===== config.mk =====
export PLATFORM = sky130hd
export DESIGN_NAME = pfa_frame_scan
export DESIGN_NICKNAME = d
export VERILOG_FILES = /design/src/hw/rtl/pfa_pkg.sv /design/src/hw/rtl/pfa_frame_scan.sv
export SDC_FILE = /design/constraint.sdc
export NUM_CORES = 1
export LEC_CHECK = 0
export BUFFER_PORTS_ARGS = -buffer_cell sky130_fd_sc_hd__buf_4
export CAP_MARGIN = 20
export CORE_UTILIZATION = 45
export CTS_BUF_LIST = sky130_fd_sc_hd__clkbuf_16
export CTS_CLUSTER_DIAMETER = 60
export DETAILED_ROUTE_END_ITERATION = 7
export GPL_TIMING_DRIVEN = 0
export PLACE_DENSITY = 0.61
export RECOVER_POWER = 50
export SYNTH_ARGS = -nofsm -noshare
export SYNTH_HDL_FRONTEND = slang
export SYNTH_SLANG_ARGS = --single-unit

===== constraint.sdc =====
create_clock -name clk -period 7.3 [get_ports clk]
set_clock_uncertainty 0.15 [all_clocks]
set_input_delay 2.19 -clock clk [delete_from_list [all_inputs] [get_ports clk]]
set_output_delay 2.19 -clock clk [all_outputs]
set_load 0.01 [all_outputs]

===== src/hw/rtl/pfa_pkg.sv =====
// Shared constants, codes and types of the paged frame allocator.
`default_nettype none
package pfa_pkg;

  // Process slots addressed by the 4-bit pid field.
  localparam int MAX_PROCS = 16;
  localparam int PID_W = 4;
  // Deepest page table walk that the block supports.
  localparam int MAX_LEVELS = 4;
  localparam int DEF_NUM_FRAMES = 64;
  localparam int DEF_MAX_PAGES = 64;
  // Page number and table capacity accumulator; 31^4 stays below 2^20.
  localparam int ACC_W = 20;

  typedef enum logic [1:0] {
    CMD_CREATE    = 2'd0,
    CMD_TRANSLATE = 2'd1,
    CMD_DESTROY   = 2'd2,
    CMD_NONE      = 2'd3
  } cmd_t;

  typedef enum logic [2:0] {
    ST_OK       = 3'd0,
    ST_NO_SPACE = 3'd1,
    ST_CFG      = 3'd2,
    ST_NO_PROC  = 3'd3,
    ST_IN_USE   = 3'd4,
    ST_UNMAPPED = 3'd5
  } status_t;

  localparam logic [1:0] REG_PAGE_BYTES = 2'd0;
  localparam logic [1:0] REG_LEVEL_COUNT = 2'd1;
  localparam logic [1:0] REG_ENTRIES = 2'd2;

  // Per-cycle report of the frame table scan.
  typedef struct packed {
    logic alloc;
    logic release_frame;
    logic done;
  } scan_evt_t;

  // Process table update at the end of a create or destroy.
  typedef struct packed {
    logic             create;
    logic             destroy;
    logic [PID_W-1:0] pid;
  } proc_upd_t;

endpackage
`default_nettype wire


===== src/hw/rtl/pfa_frame_scan.sv =====
// Frame ownership memory with its clearing pass and the create/destroy scan.
`default_nettype none
module pfa_frame_scan #(
  parameter int NUM_FRAMES = pfa_pkg::DEF_NUM_FRAMES,
  parameter int FW = 6,
  parameter int PCW = 7
) (
  input  wire logic                     clk,
  input  wire logic                     rst_n,
  input  wire logic                     start,
  input  wire logic                     is_create,
  input  wire logic [pfa_pkg::PID_W-1:0] pid,
  input  wire logic [PCW-1:0]           quota,
  output logic                          rdy,
  output pfa_pkg::scan_evt_t            evt,
  output logic [FW-1:0]                 evt_frame
);

  localparam int CW = $clog2(NUM_FRAMES + 1);
  localparam int EW = pfa_pkg::PID_W + 1;

  // Entry layout: owner pid above a used bit.
  logic [EW-1:0] mem [NUM_FRAMES];
  logic [EW-1:0] rd_q;

  logic          clearing_r;
  logic [FW-1:0] clr_idx_r;
  logic          busy_r;
  logic [CW-1:0] rd_idx_r;
  logic          chk_v_r;
  logic [FW-1:0] chk_idx_r;
  logic [PCW-1:0] alloc_r;
  logic          create_r;
  logic [pfa_pkg::PID_W-1:0] pid_r;
  logic [PCW-1:0] quota_r;

  logic          issue;
  logic          take;
  logic          rel;
  logic          last;
  logic          we;
  logic [FW-1:0] wa;
  logic [EW-1:0] wd;

  assign issue = busy_r && (32'(rd_idx_r) < NUM_FRAMES);
  assign take  = chk_v_r && create_r && !rd_q[0] && (alloc_r != quota_r);
  assign rel   = chk_v_r && !create_r && rd_q[0] && (rd_q[EW-1:1] == pid_r);
  assign last  = chk_v_r && (chk_idx_r == FW'(NUM_FRAMES - 1));

  always_comb begin
    we = 1'b0;
    wa = chk_idx_r;
    wd = '0;
    if (clearing_r) begin
      we = 1'b1;
      wa = clr_idx_r;
    end else if (take) begin
      we = 1'b1;
      wd = {pid_r, 1'b1};
    end else if (rel) begin
      we = 1'b1;
    end
  end

  always_ff @(posedge clk) begin
    if (we) begin
      mem[wa] <= wd;
    end
    if (issue) begin
      rd_q <= mem[rd_idx_r[FW-1:0]];
    end
  end

  always_ff @(posedge clk) begin
    if (!rst_n) begin
      clearing_r <= 1'b1;
      clr_idx_r  <= '0;
      busy_r     <= 1'b0;
      rd_idx_r   <= '0;
      chk_v_r    <= 1'b0;
      alloc_r    <= '0;
    end else begin
      if (clearing_r) begin
        clr_idx_r <= clr_idx_r + 1'b1;
        if (clr_idx_r == FW'(NUM_FRAMES - 1)) begin
          clearing_r <= 1'b0;
        end
      end
      chk_v_r <= issue;
      if (issue) begin
        chk_idx_r <= rd_idx_r[FW-1:0];
        rd_idx_r  <= rd_idx_r + 1'b1;
      end
      if (take) begin
        alloc_r <= alloc_r + 1'b1;
      end
      if (last) begin
        busy_r <= 1'b0;
      end
      if (start) begin
        busy_r   <= 1'b1;
        rd_idx_r <= '0;
        alloc_r  <= '0;
        create_r <= is_create;
        pid_r    <= pid;
        quota_r  <= quota;
      end
    end
  end

  assign rdy = !clearing_r && !busy_r;
  assign evt.alloc = take;
  assign evt.release_frame = rel;
  assign evt.done = last;
  assign evt_frame = chk_idx_r;

`ifndef SYNTHESIS
  a_alloc_quota: assert property (@(posedge clk) disable iff (!rst_n)
    busy_r |-> (32'(alloc_r) <= 32'(quota_r)))
    else $error("allocation count passed the page quota");
`endif

endmodule
`default_nettype wire


==> key figures, run 1 <==
Synthesis
  – Ys async rst share: 0%
  – Synthesized netlist net count: about 830
  – Post-synthesis simple-gate area fraction: 5.729%
  – Main combinational cell family by area after synthesis: multiplexers
  – Post-synth top cells: 343 x edfxtp_1, 97 x nor2_1, 72 x mux4_2
  – Most numerous cell in the Yosys netlist: edfxtp_1
  – Top cell type's share of synthesized area: a little over two thirds
  – Avg Cell Area, Syn: around 18 um2
  – Synth Area in XOR/XNOR: ~1.4%
  – Mux contribution to synthesized area: between 10% and 20%
  – Most used DFF post-synth: edfxtp_1
  – Cell variety after synth: between 50 and 60
  – Post-synth EDFFs: 343
  – Mapped Area: 0.01472 mm2
  – Yosys top cell by area: edfxtp_1
  – Adder-cell area share of the yosys netlist: less than 1%
  – Ranking of synthesized cells by area: edfxtp_1 70%, mux4_2 11%, dfxtp_1 3.1%
  – Yosys warning total: 0
  – Synth Register Bits: around 370
  – Mapped Cells: 811
  – Compound-Gate Fraction of Synth Area: 4.335%
  – Sequential element share of the synthesized area: 73.10%

Floorplanning
  – Die area: approximately 0.033 mm2
  – Die height: between 150 and 200 um
  – Starting utilization of the core area: between 40 and 50%
  – # rows: 65
  – Top Ports: 25
  – Die Width: roughly 180 um
  – CORE AREA: ~0.032 mm2

Clock network
  – CTS tree: built
  – Hold-fix buffers at CTS: 0
  – H-tree depth: 2
  – CTS Buf Count: 40
  – Clock root buffer: clkbuf_16
  – CTS sink count: 366
  – # Post-CTS Setup Buffers: 0
  – Worst-Skew Late Latency: between 0.5 and 0.6 ns
  – PostCTS Resize Cnt: 0
  – Clock transition at the registers of the reported paths: 0.06 ns
  – CTS Buffer Depth: 3

Detailed routing
  – Drc violations: 0
  – Routed Antenna Nets: 0
  – Detailed-route vias per instance: 5.671
  – 1st-pass router iterations: 4
  – WL/cell: 25.48 um
  – Initial DRC count: between 800 and 900
  – Via count: ~7600
  – Total Wirelength: 34.27 mm

STA
  – Max Slew Vio Count: around 250
  – RSZ-0062 raised after global routing: false
  – TNS Setup: 0 ns
  – Final setup viols: 0
  – Period minus WS final: around 5.4 ns
  – Slew @ Worst Pin: about 2.2 ns
  – Crit share post-route: 74.06%
  – Final WS setup: 1.894 ns
  – Fmax: between 150 and 200 MHz
  – Max-slew headroom: -49.39%
  – Final hold violation count: 0

Outcome
  – Run status: finished, violations left
  – Failing checks: max-capacitance violations, max-slew violations

Critical path
  – Max stage delay on crit path: roughly 0.73 ns
  – Setup crit start kind: flop
  – Critical Path AT: between 3 and 4 ns
  – R2R depth: 6
  – Reg-to-reg setup timing slack: ~2.2 ns
  – Top cell by count, worst path: buf_4
  – Critical path type: reg2out
  – Worst path slowest cell: nor4_1
  – Crit-path cells: xor2_1, nor4_1, a21oi_1, clkbuf_1, buf_4, buf_4
  – Crit. End Element: output port
  – Max Fanout on Critical Path: 10
  – Worst reg2reg path endpoint: mem[0][0]
  – Reg2reg start: alloc_r[0]
  – CP startpoint: quota_r[5]
  – WP data required: approximately 5.0 ns
  – Critical path destination: evt[2]

Placement
  – DP HPWL: 22.72 mm
  – Dpl ws: about 3.3 ns
  – PortBufs: 24
  – Placer congestion estimate: around 0.85

Layout
  – Fillers: approximately 2600
  – Antenna diodes: 0
  – Area Overhead vs Synth: 12.88%
  – Share of layout cells above drive strength 1: between 20 and 25%
  – # nets final: 900

Power
  – VDD IR-drop max: 0.1769 mV
  – Pwr dens: approximately 260 mW/mm2
  – Lkg Pwr: around 5.4 nW

Global route
  – Met1 Resource Use GR: between 20 and 30%
  – Vias in the first global route: between 7000 and 8000
  – Largest net degree at the start of global routing: 49
  – Met3 usage: 3.475%
  – Grt total ovfl: 0
  – Grt peak-use layer: met2
  – Initial antenna violation count: 0
  – Gr usage total: a little over a fifth
  – Met2 Resource Use GR: between 30% and 40%
  – First-pass GRT wire length: a little over 50 mm

Worst hold path
  – Worst min-delay path class: reg2reg

Run
  – Max-cap violations: 7
cell usage in the layout (no fill, tap or decap), types with 4 or more instances in the layout:
master	Yosys	routed
nor2b_1	7	7
and3_1	6	6
inv_1	4	10
dfxtp_1	23	23
mux4_2	72	72
nand3_1	11	11
nor2_1	97	97
o211ai_2	6	6
buf_1	5	5
nand2_1	32	32
a22oi_1	5	5
buf_2	12	12
and2_1	7	4
clkbuf_16	0	41
xor2_1	9	9
buf_4	11	21
mux2i_1	30	30
nand2b_1	4	4
clkinv_1	0	7
clkinv_2	0	6
nor3_1	6	6
edfxtp_1	343	343
xnor2_1	15	15
o22ai_1	9	9
a211oi_1	7	7
clkbuf_4	0	12
o21ai_0	16	16
clkinvlp_4	0	5
clkbuf_1	11	19
mux2_2	6	6
a21oi_1	6	7
nand4_1	5	5
through the flow:
stage | power [W] | hold WS (ns) | instances | util [%] | area [um2]
after floorplan | 0.002406 | 0.2529 | 811 | - | 14720
after global placement | 0.002451 | 0.2659 | 1270 | 48.44 | 15440
after detailed placement | 0.002453 | 0.2586 | 1275 | 48.78 | 15550
after CTS | 0.004296 | 0.2717 | 1345 | 52.56 | 16760
after global routing | 0.004380 | 0.2841 | 1345 | 52.12 | 16610
final | 0.004265 | 0.2711 | 1345 | 52.12 | 16610
where the power goes:
group | internal (W) | total [W] | leakage, nW | switching, W
Sequential | 0.00228 | 0.00230 | 3.63 | 0.0000112
Clock | 0.00106 | 0.00186 | 0.604 | 0.000802
Combinational | 0.0000407 | 0.000110 | 1.21 | 0.0000689
worst min-delay path by stage:
stage,slack [ns],from,endpoint,cells past startpoint
after floorplan,0.25,rd_idx_r[2],evt_frame[2],0
after global placement,0.27,rd_idx_r[2],evt_frame[2],0
after detailed placement,0.26,rd_idx_r[2],evt_frame[2],0
after CTS,0.27,rd_idx_r[2],evt_frame[2],0
after global routing,0.28,rd_idx_r[2],evt_frame[2],0
final,0.27,rd_idx_r[2],evt_frame[2],0
final cells by class:
class,count,area (um2),share of cell area [%]
Sequential cell,366,10760,64.76
Multi-Input combinational cell,400,3679,22.14
Clock buffer,41,1026,6.175
Tap cell,435,544.3,3.276
Buffer,41,217.7,1.310
Timing Repair Buffer,29,191.4,1.152
Clock inverter,29,181.4,1.092
Inverter,4,15.01,0.09037
registers in the layout, indices dropped and copies added (netlist names):
signal and cells:
mem 320, alloc_r 7, quota_r 7, rd_idx_r 7, clr_idx_r 6, evt_frame 6, rd_q 5, pid_r 4
busy_r 1, chk_v_r 1, clearing_r 1, create_r 1
cells by family after synthesis:
family          after synthesis
simple gates                186
flops                       366
buf+inv                      45
xor+xnor                     24
compound gates               79
fa+ha+maj                     3
mux                         108
metal layers:
metal  up-vias  share of wire [%]
met5         -                  0
met4         0                3.5
li1       3374                  -
met1      3906                 43
met3        72                6.1
met2       275                 47
worst max-delay path, delay by kind of cell (launching register included):
family                 cells  cell delay, ns
AND/OR/NAND/NOR            1            0.73
XOR/XNOR                   1            0.15
AO/OA/AOI/OAI              1            0.48
buffers and inverters      3            0.77
flip-flops                 1            0.39
No activity file was read; power rests on OpenSTA's default activity.
==> inputs of run 2 (changes only) <==
clock period = 5 ns   (was 7.3 ns; I/O delays follow)
==> run 2 against run 1 <==
The run still ends with max-capacitance violations, max-slew violations left. Critical path depth did not move. Sequential power rose by 46%. Die area did not move. Clock power rose by 46%. Global-route usage did not move. Combinational power rose by 49%. Largest power group unchanged. Highest routed layer unchanged.
==> key figures, run 2 (synthesized netlist as in run 1, its figures left out) <==
Layout
  – Share of layout cells above drive strength 1: 22.53% (+0.77 points)
  – Area Overhead vs Synth: 13.57%
  – Design Area, Final: 0.01672 mm2 (+0.61%)
  – Most common cell after layout, fill and taps aside: edfxtp_1
  – Max reg flops: 320 (unchanged)
  – Commonest non-fill, non-tap cells in the layout: 343 x edfxtp_1, 97 x nor2_1, 72 x mux4_2, 41 x clkbuf_16, 32 x nand2_1
  – Antenna diodes: 0 (unchanged)
  – Final Util: 52.43% (+0.32 points)
  – # nets final: 900 (unchanged)
  – Top reg by flops: mem

Power
  – VDD IR-drop max: 0.2584 mV (+46%)
  – Pwr dens: 372.5 mW/mm2 (+45%)
  – Lkg Pwr: 5.537 nW (+1.7%)

Critical path
  – Critical path type: reg2out
  – Reg2reg start: alloc_r[0]
  – Worst reg2reg path endpoint: mem[13][4]
  – R2R depth: 6 (unchanged)
  – Critical Path AT: 2.61 ns (-0.46 ns)
  – Reg-to-reg setup timing slack: 1.01 ns (-1.16 ns)
  – Top cell by count, worst path: buf_4
  – Crit. End Element: output port
  – Crit-path cells: xor2_1, nor4_4, a21oi_1, buf_6, buf_4, buf_4
  – WP data required: 3.35 ns (-1.61 ns)
  – CP delay by family, top: compound AO/OA/AOI/OAI gates
  – Worst path slowest cell: a21oi_1
  – Setup crit start kind: flop
  – Max Fanout on Critical Path: 10 (unchanged)
  – Crit path buffers/inverters: 3 (unchanged)
  – Max stage delay on crit path: 0.78 ns (+0.05 ns)

STA
  – Fmax: 234.8 MHz
  – Period minus WS final: ~4.3 ns
  – Max Slew Vio Count: 29 (-88%)
  – RSZ-0062 raised after global routing: false
  – Final setup viols: 0 (unchanged)
  – Final hold violation count: 0 (unchanged)
  – Max-slew headroom: -14.42% (+35 points)
  – Slew @ Worst Pin: 1.715 ns (-0.5255 ns)
  – Crit share post-route: between 80% and 90%
  – TNS Setup: 0 ns (unchanged)
  – Final WS setup: 0.7404 ns (-1.154 ns)

Global route
  – First-pass GRT wire length: 51.33 mm (unchanged)
  – Vias in the first global route: 7862 (unchanged)
  – Initial antenna violation count: 0 (unchanged)
  – Grt total ovfl: 0 (unchanged)
  – Gr usage total: 21.38% (unchanged)
  – Largest net degree at the start of global routing: 49 (unchanged)

Worst hold path
  – Worst min-delay path class: reg2reg
  – Hold path startpoint: rd_idx_r[2]
  – Hold depth: 0 (unchanged)
  – Worst hold path endpoint: evt_frame[2]

Clock network
  – CTS sink count: 366 (unchanged)
  – CTS Buf Count: 40 (unchanged)
  – CTS Buffer Depth: 3 (unchanged)
  – # Post-CTS Setup Buffers: 0 (unchanged)
  – Hold-fix buffers at CTS: 0 (unchanged)
  – CTS tree: built
  – PostCTS Resize Cnt: 0 (unchanged)
  – Clock transition at the registers of the reported paths: 0.06 ns (about the same)
  – Worst-Skew Late Latency: 0.53 ns (about the same)
  – Clock root buffer: clkbuf_16
  – H-tree depth: 2 (unchanged)

Detailed routing
  – Drc violations: 0 (unchanged)
  – Detailed-route vias per instance: 5.680 (+0.16%)
  – Total Wirelength: 34.19 mm (-0.23%)
  – Routed Antenna Nets: 0 (unchanged)
  – Initial DRC count: 751 (-12%)
  – 1st-pass router iterations: 5 (+1)
  – WL/cell: 25.42 um (-0.23%)
  – Via count: 7639 (+0.16%)

Outcome
  – Run status: finished, violations left
  – Failing checks: max-capacitance violations, max-slew violations

Floorplanning
  – Die Width: 182.9 um (unchanged)
  – Starting utilization of the core area: 46.17% (unchanged)
  – Die area: 0.03344 mm2 (unchanged)
  – CORE AREA: 0.03188 mm2 (unchanged)
  – # rows: 65 (unchanged)
  – Die height: 182.9 um (unchanged)
  – Top Ports: 25 (unchanged)

Run
  – Max-cap violations: 1 (-6)

Placement
  – Dpl ws: 1.664 ns (-1.610 ns)
  – Placer congestion estimate: 0.8493 (unchanged)
  – DP HPWL: 22.72 mm (unchanged)
  – Cell Area, Placed: 0.01555 mm2 (unchanged)
  – PortBufs: 24 (unchanged)
-- run 2: changes by cell type in the layout (fill, tap and decap cells not counted), sizes merged --
cell,change
buf,+3
clkbuf,-3
-- run 2: how the worst max path moves through the flow --
stage                             to  slack, ns  cells after the start  startpoint
after floorplan               evt[2]       1.94                      5  quota_r[5]
after global placement    mem[15][4]       1.06                      5  alloc_r[0]
after detailed placement      evt[2]       1.66                      6  alloc_r[0]
after CTS                     evt[2]       1.08                      6  quota_r[5]
after global routing          evt[2]       0.62                      6  alloc_r[0]
final                         evt[2]       0.74                      6  alloc_r[0]
-- run 2: routing by layer --
layer	track usage (%)	wire length, um	up-vias
li1	-	-	3371
met1	29.42	14690	3902
met2	34.37	16150	287
met3	3.475	2115	79
met4	8.367	1231	0
met5	0	0	-
-- run 2: layout make-up --
class / instances / area (um2)
Buffer: 41 / 220.2
Clock buffer: 41 / 1026
Clock inverter: 29 / 181.4
Fill cell: 2579 / 15160
Inverter: 4 / 15.01
Multi-Input combinational cell: 400 / 3707
Sequential cell: 366 / 10760
Tap cell: 435 / 544.3
Timing Repair Buffer: 29 / 261.5
-- run 2: power breakdown --
group / internal [W] / switching (W)
Combinational: 0.0000608 / 0.000103
Sequential: 0.00334 / 0.0000162
Clock: 0.00154 / 0.00117
Total: 0.00494 / 0.00129
-- run 2: per-stage QoR --
stage	instances	power (W)	hold WS, ns
4_1_cts	1345	0.006273	0.2717
5_1_grt	1345	0.006398	0.2841
3_5_place_dp	1275	0.003581	0.2586
6_report	1345	0.006227	0.2710
2_1_floorplan	811	0.003513	0.2529
3_3_place_gp	1270	0.003579	0.2659
